`src/rtl/assert_macros.svh`:
```
// Assertion macros for the RTL files (included by the trainer top level)
`ifndef ASSERT_MACROS_SVH
`define ASSERT_MACROS_SVH

// Check that a property holds at every clock edge outside reset
`define ASSERT_ALWAYS(label, prop, msg) \
  label: assert property (@(posedge clk_i) disable iff (!rst_ni) (prop)) else $error(msg);

// Check that an antecedent implies a consequent in the same cycle
`define ASSERT_IMPLIES(label, ante, cons, msg) \
  label: assert property (@(posedge clk_i) disable iff (!rst_ni) (ante) |-> (cons)) \
    else $error(msg);

`endif

```
`src/rtl/lrgd_pkg.sv`:
```
// Types and constants of the linear regression trainer
`timescale 1ns / 1ps
package lrgd_pkg;

  localparam int ACC_W = 64;
  localparam int ERR_W = 52;
  localparam int CFG_IDX_W = 3;
  localparam int CFG_DATA_W = 32;

  localparam logic [ERR_W-1:0] ERR_MAX = {ERR_W{1'b1}};
  localparam logic [34:0] DELTA_CAP = 35'h4_0000_0000;

  localparam logic [CFG_IDX_W-1:0] REG_LEARNING_RATE = 3'd0;
  localparam logic [CFG_IDX_W-1:0] REG_ITERATION_LIMIT = 3'd1;
  localparam logic [CFG_IDX_W-1:0] REG_PATIENCE_LIMIT = 3'd2;
  localparam logic [CFG_IDX_W-1:0] REG_INITIAL_WEIGHT = 3'd3;
  localparam logic [CFG_IDX_W-1:0] REG_INITIAL_BIAS = 3'd4;

  typedef struct packed {
    logic signed [15:0] sample_input;
    logic signed [15:0] sample_target;
    logic               last_sample;
  } sample_beat_t;

  typedef struct packed {
    logic signed [31:0] trained_weight;
    logic signed [31:0] trained_bias;
    logic [ERR_W-1:0]   lowest_error;
  } result_beat_t;

  typedef struct packed {
    logic signed [15:0] feature;
    logic signed [15:0] target;
  } sample_pair_t;

  typedef enum logic {
    PASS_GRAD,
    PASS_ERR
  } pass_mode_e;

  typedef struct packed {
    logic       start;
    pass_mode_e mode;
  } pass_ctrl_t;

  typedef enum logic [3:0] {
    ST_LOAD,
    ST_GRAD_GO,
    ST_GRAD_WAIT,
    ST_DIV_GO,
    ST_DIV_WAIT,
    ST_MUL_LO,
    ST_MUL_HI,
    ST_APPLY,
    ST_ERR_GO,
    ST_ERR_WAIT,
    ST_EDIV_GO,
    ST_EDIV_WAIT,
    ST_DECIDE,
    ST_EMIT
  } trn_state_e;

endpackage

```
`src/rtl/lrgd_serial_div.sv`:
```
// Restoring divider, one quotient bit per cycle
`timescale 1ns / 1ps
module lrgd_serial_div import lrgd_pkg::*; #(
  parameter int DW = 64,
  parameter int VW = 11
) (
  input  logic          clk_i,
  input  logic          rst_ni,
  input  logic          start_i,
  input  logic [DW-1:0] dividend_i,
  input  logic [VW-1:0] divisor_i,
  output logic          busy_o,
  output logic          done_o,
  output logic [DW-1:0] quotient_o
);

  localparam int NW = (DW > 1) ? $clog2(DW) : 1;
  localparam logic [NW-1:0] LAST_STEP = NW'(DW - 1);

  logic          busy_q, busy_d;
  logic          done_q, done_d;
  logic [NW-1:0] cnt_q, cnt_d;
  logic [DW-1:0] dvd_q;
  logic [VW-1:0] rem_q;
  logic [VW-1:0] dsr_q;
  logic [VW:0]   trial;
  logic          ge;
  logic [VW:0]   diff;

  assign trial = {rem_q, dvd_q[DW-1]};
  assign ge    = trial >= {1'b0, dsr_q};
  assign diff  = trial - {1'b0, dsr_q};

  always_comb begin
    busy_d = busy_q;
    done_d = 1'b0;
    cnt_d  = cnt_q;
    if (start_i) begin
      busy_d = 1'b1;
      cnt_d  = '0;
    end else if (busy_q) begin
      cnt_d = cnt_q + NW'(1);
      if (cnt_q == LAST_STEP) begin
        busy_d = 1'b0;
        done_d = 1'b1;
      end
    end
  end

  always_ff @(posedge clk_i or negedge rst_ni) begin
    if (!rst_ni) begin
      busy_q <= 1'b0;
      done_q <= 1'b0;
      cnt_q  <= '0;
    end else begin
      busy_q <= busy_d;
      done_q <= done_d;
      cnt_q  <= cnt_d;
    end
  end

  // shift the quotient into the dividend register as its bits are used up
  always_ff @(posedge clk_i) begin
    if (start_i) begin
      dvd_q <= dividend_i;
      rem_q <= '0;
      dsr_q <= divisor_i;
    end else if (busy_q) begin
      dvd_q <= {dvd_q[DW-2:0], ge};
      rem_q <= ge ? diff[VW-1:0] : trial[VW-1:0];
    end
  end

  assign busy_o     = busy_q;
  assign done_o     = done_q;
  assign quotient_o = dvd_q;

endmodule

```
`config.mk`:
```
export PLATFORM = sky130hd
export DESIGN_NAME = lrgd_serial_div
export DESIGN_NICKNAME = d
export VERILOG_FILES = /design/src/rtl/assert_macros.svh /design/src/rtl/lrgd_pkg.sv /design/src/rtl/lrgd_serial_div.sv
export SDC_FILE = /design/constraint.sdc
export NUM_CORES = 1
export LEC_CHECK = 0
export ABC_AREA = 1
export BUFFER_PORTS_ARGS = -buffer_cell sky130_fd_sc_hd__buf_2
export CORE_ASPECT_RATIO = 0.8
export CORE_MARGIN = 2
export CORE_UTILIZATION = 52
export DETAILED_ROUTE_END_ITERATION = 10
export MAX_ROUTING_LAYER = met4
export PLACE_DENSITY = 0.84
export SLEW_MARGIN = 20
export SYNTH_ARGS = -nofsm -noshare
export SYNTH_HDL_FRONTEND = slang
export SYNTH_SLANG_ARGS = --single-unit
```
`constraint.sdc`:
```
create_clock -name clk_i -period 2.7 [get_ports clk_i]
set_input_delay 0.54 -clock clk_i [delete_from_list [all_inputs] [get_ports clk_i]]
set_output_delay 0.54 -clock clk_i [all_outputs]
set_load 0.03 [all_outputs]
```
Word level (Yosys, flattened, before mapping):

Cells that the tools add are included.

* register bits after elaboration: 94
* input port bits: 78
* output and inout bits: 66

* add/subtract/negate cells: 2
* order comparisons: 1
* equal/unequal tests: 1
* muxes and demuxes: 11
* reduce and logical (&&, ||, !) cells: 1

Operators with widths (number)
* $mux W64: 2
* $ge A12 B11 Y1: 1
* $mux W6: 2
* $mux W11: 1
* $sub A11 B11 Y11: 1
* $add A6 B1 Y6 const B: 1
* $eq A6 B6 Y1 const B: 1
* $mux W1: 6
* $reduce_bool A2 Y1: 1

Longest topological paths before layout:

* word-level depth: 4
* gate-level depth with buffers: 12

Worst setup path after synthesis:

Ideal clock, no wire load.

* path kind: register to register
* start: register busy_q (netlist: busy_o)
* end: register dvd_q[0] (netlist: quotient_o[0]), enable pin
* setup time: 0.419 ns
* data arrival time: 1.995 ns
* required time: 2.281 ns
* setup slack: 0.287 ns
* stages on the path, launching flop included: 3
* buffers on the path: 0
* period minus slack after synthesis: 2.413 ns
* cells stage by stage: dfrtp_1 nor2_1 inv_1

* word-level cells in the longest chain between the ends: 1

RTL lines
* start, declared: line lrgd_serial_div.sv:20 `logic busy_q, busy_d;`
* start signal, assigned: line lrgd_serial_div.sv:56 `busy_q <= busy_d;`
* $reduce_bool A2 Y1 (no line)
* end signal, assigned: line lrgd_serial_div.sv:65 `dvd_q <= dividend_i;`
* end signal, assigned: line lrgd_serial_div.sv:69 `dvd_q <= {dvd_q[DW-2:0], ge};`
* end, declared: line lrgd_serial_div.sv:23 `logic [DW-1:0] dvd_q;`

Every way passes these cells.
A chain may end at the register's enable or synchronous reset.

Worst setup path in the final report:

* start: register dvd_q[63] (netlist: quotient_o[63])
* end: register dvd_q[0] (netlist: quotient_o[0]), data pin

* word-level cells in the longest chain between the ends: 3

RTL lines
* $ge A12 B11 Y1: line lrgd_serial_div.sv:31 `assign ge = trial >= {1'b0, dsr_q};`
* $mux W64: line lrgd_serial_div.sv:68 `end else if (busy_q) begin`
* $mux W64: line lrgd_serial_div.sv:64 `if (start_i) begin`

Every way passes these cells. The select of a mux whose other input is x is not followed.

==> flow_metrics.py <==
metrics = {
    "worst_hold_path": {
        "worst_hold_path_type": "in2async",
    },
    "synth": {
        "synth.cell_area_um2": 4706,
        "async_reset_ff_share_pct": 8.511,
        "synth_common_cells": "264 x nand2_1, 75 x edfxtp_1, 49 x inv_1",
        "synth.most_common_cell": "nand2_1",
        "yosysWarnings": 0,
        "ys.flop_type": "edfxtp_1",
        "netlist_instances": 538,
        "syn_area_per_cell_um2": 8.747,
        "syn_nets": 629,
        "synth_enable_flop_cells": 75,
        "yosysSeqAreaShare_pct": 56.79,
        "ys_ff_latch": 94,
        "synth.top_cell.area_share_pct": 47.86,
        "synth_area_leaders": "edfxtp_1 48%, nand2_1 21%, dfxtp_1 4.7%",
        "ys_types": 35,
        "yosysTopAreaCell": "edfxtp_1",
    },
    "global_route": {
        "antenna_found_initial": 0,
        "globalRouteTotalUtil_pct": 24.34,
        "grt_max_degree": 44,
        "grt_pass1_vias": 3829,
        "grt_overflow": 0,
        "grt_pass1_wl_mm": 17.67,
    },
    "sta": {
        "maxSlewHeadroom_pct": 38.31,
        "worst_pin_slew_ps": 921.9,
        "skew_ps": 10.13,
        "hold_violations": 0,
        "max_freq_ghz": 0.4505,
        "rsz0062_at_grt": "false",
        "report.final.slew_viol_count": 0,
        "fin_crit_ps": 2220,
        "post-route-period-util_pct": 82.22,
        "final-setup-viol-count": 0,
        "tns_ps": 0,
    },
    "setup_path": {
        "reg2reg_setup_slack_ps": 480,
        "r2r-end": "quotient_o[0]",
        "required_ps": 2780,
        "critical_path_peak_fanout": 12,
        "worstRegToRegCells": 10,
        "endpoint_kind": "flop",
        "rr_startpoint": "quotient_o[63]",
        "critical_path_class": "reg2reg",
        "start_kind": "flop",
        "critical_path_arrival_ps": 2300,
    },
    "floorplanning": {
        "die_area_um2": 9831,
        "die_h_um": 89.09,
        "num_rows": 31,
        "start_util_pct": 52.75,
        "fp.coreArea_um2": 8921,
        "die_w_um": 110.4,
        "ioPinCount": 144,
    },
    "clock_tree": {
        "cts_num_sinks": 94,
        "post_cts_buffers": 0,
        "tritoncts": "done",
        "htreeDepth": 3,
        "cts_resized": 0,
        "ctsHoldBuffers": 0,
        "numCtsBuffers": 9,
        "clk-insertion-delay-late_ps": 340,
        "root_buffer": "clkbuf_16",
        "cts_buffer_depth": 2,
        "clkTransAtPathRegs_ps": 70,
    },
    "route": {
        "route.detailed.drc": 0,
        "viasPerCell": 4.985,
        "routed_wl_mm": 11.08,
        "num_vias": 3978,
        "drt_iter0_drc": 217,
        "wl_per_cell_um": 13.89,
        "ant_nets": 0,
        "first_pass_iters": 6,
    },
    "placement": {
        "gp_congestion": 0.9520,
        "port_buffers": 143,
        "place_inst": 782,
        "place_hpwl_mm": 8.120,
    },
    "cells_and_area": {
        "nets": 769,
        "drive_gt1_share_pct": 28.11,
        "nFillCells": 740,
        "final_cells": 798,
        "antenna_cells": 0,
        "synthToLayoutAreaGrowth_pct": 23.98,
    },
    "outcome": {
        "run_status": "finished, final reports clean",
    },
    "power": {
        "p_per_area_nw_per_um2": 794.6,
        "peakVddDrop_mv": 0.3783,
        "leakagePower_uw": 0.003065,
    },
    "run": {
        "max_cap_viol_count": 0,
    },
}
power breakdown:
| part | switching, uW | total (uW) | leakage, uW | internal (uW) |
|---|---|---|---|---|
| registers | 122 | 1880 | 0.00101 | 1750 |
| logic | 914 | 1390 | 0.00190 | 473 |
| clock network | 552 | 1370 | 0.000158 | 821 |
logic make-up after synthesis:
logic type	share of synthesized area (%)
buffers and inverters	6.461
xor gates and xnor gates	0.5585
adders and majority gates	3.616
and+or+nand+nor	31.27
AOI/OAI and AO/OA	1.303
DFF	56.79
cells in the final DEF, fill, tap and decap left out, drive strengths merged, types with 2 or more instances in the layout:
cell	netlist	routed
a21oi	6	6
bufinv	0	2
ha	12	12
xnor2	2	2
nor2	19	19
or2	2	2
nand2	276	276
edfxtp	75	75
clkbuf	14	10
nand4	16	16
o21ai	2	2
buf	6	149
dfrtp	8	8
dfxtp	11	11
nand3	31	31
inv	51	55
cell type report:
type	instances	area [um2]	share of cell area [%]
flip-flops and latches	94	2673	45.81
multi-input cells	372	1729	29.64
repair buffers	149	773.2	13.25
clock buffers	10	229.0	3.925
inverters	52	195.2	3.345
well taps	115	143.9	2.466
clock inverters	6	91.34	1.566
routing by layer:
| layer | global-route usage, % | up-vias | wire [um] |
|---|---|---|---|
| li1 | - | 2000 | - |
| met1 | 30.74 | 1818 | 4677 |
| met2 | 38.20 | 140 | 5327 |
| met3 | 7.216 | 20 | 885 |
| met4 | 7.500 | 0 | 194 |
| met5 | - | - | 0 |
sequential cells by signal (all words and copies together) (netlist names):
name	flops
cnt_q	6
dsr_q	11
rem_q	11
busy_o	1
quotient_o	64
done_o	1
worst max-delay path by stage:
stage	from	end	slack, ps	cells past startpoint
final	quotient_o[63]	quotient_o[0]	480	10
after global routing	quotient_o[63]	quotient_o[0]	310	10
after CTS	quotient_o[63]	quotient_o[0]	490	10
after detailed placement	quotient_o[63]	quotient_o[0]	550	10
after global placement	quotient_o[63]	rem_q[10]	610	11
after floorplan	busy_o	quotient_o[0]	290	2
worst max-delay path, cell delays in order (launching register included):
cell and delay (ps):
edfxtp_1 380, inv_1 90, ha_1 180, fa_1 210
inv_1 60, nand3_1 70, nand3_1 170, nand2_2 290
nand4_4 310, nand2_1 130, nand2_1 60
stage by stage:
stage	hold WS (ps)	instance area, um2	total power, uW	setup slack (ps)	util (%)
global route	38.58	5834	4890	312.0	65.40
global placement	386.2	5514	3222	609.3	61.81
floorplan	244.4	4706	2949	286.7	-
finish	31.95	5834	4636	480.0	65.40
detailed placement	391.5	5514	3276	548.1	61.81
CTS	31.28	5834	4656	488.2	65.40
Power figures use the tool's default switching activity.
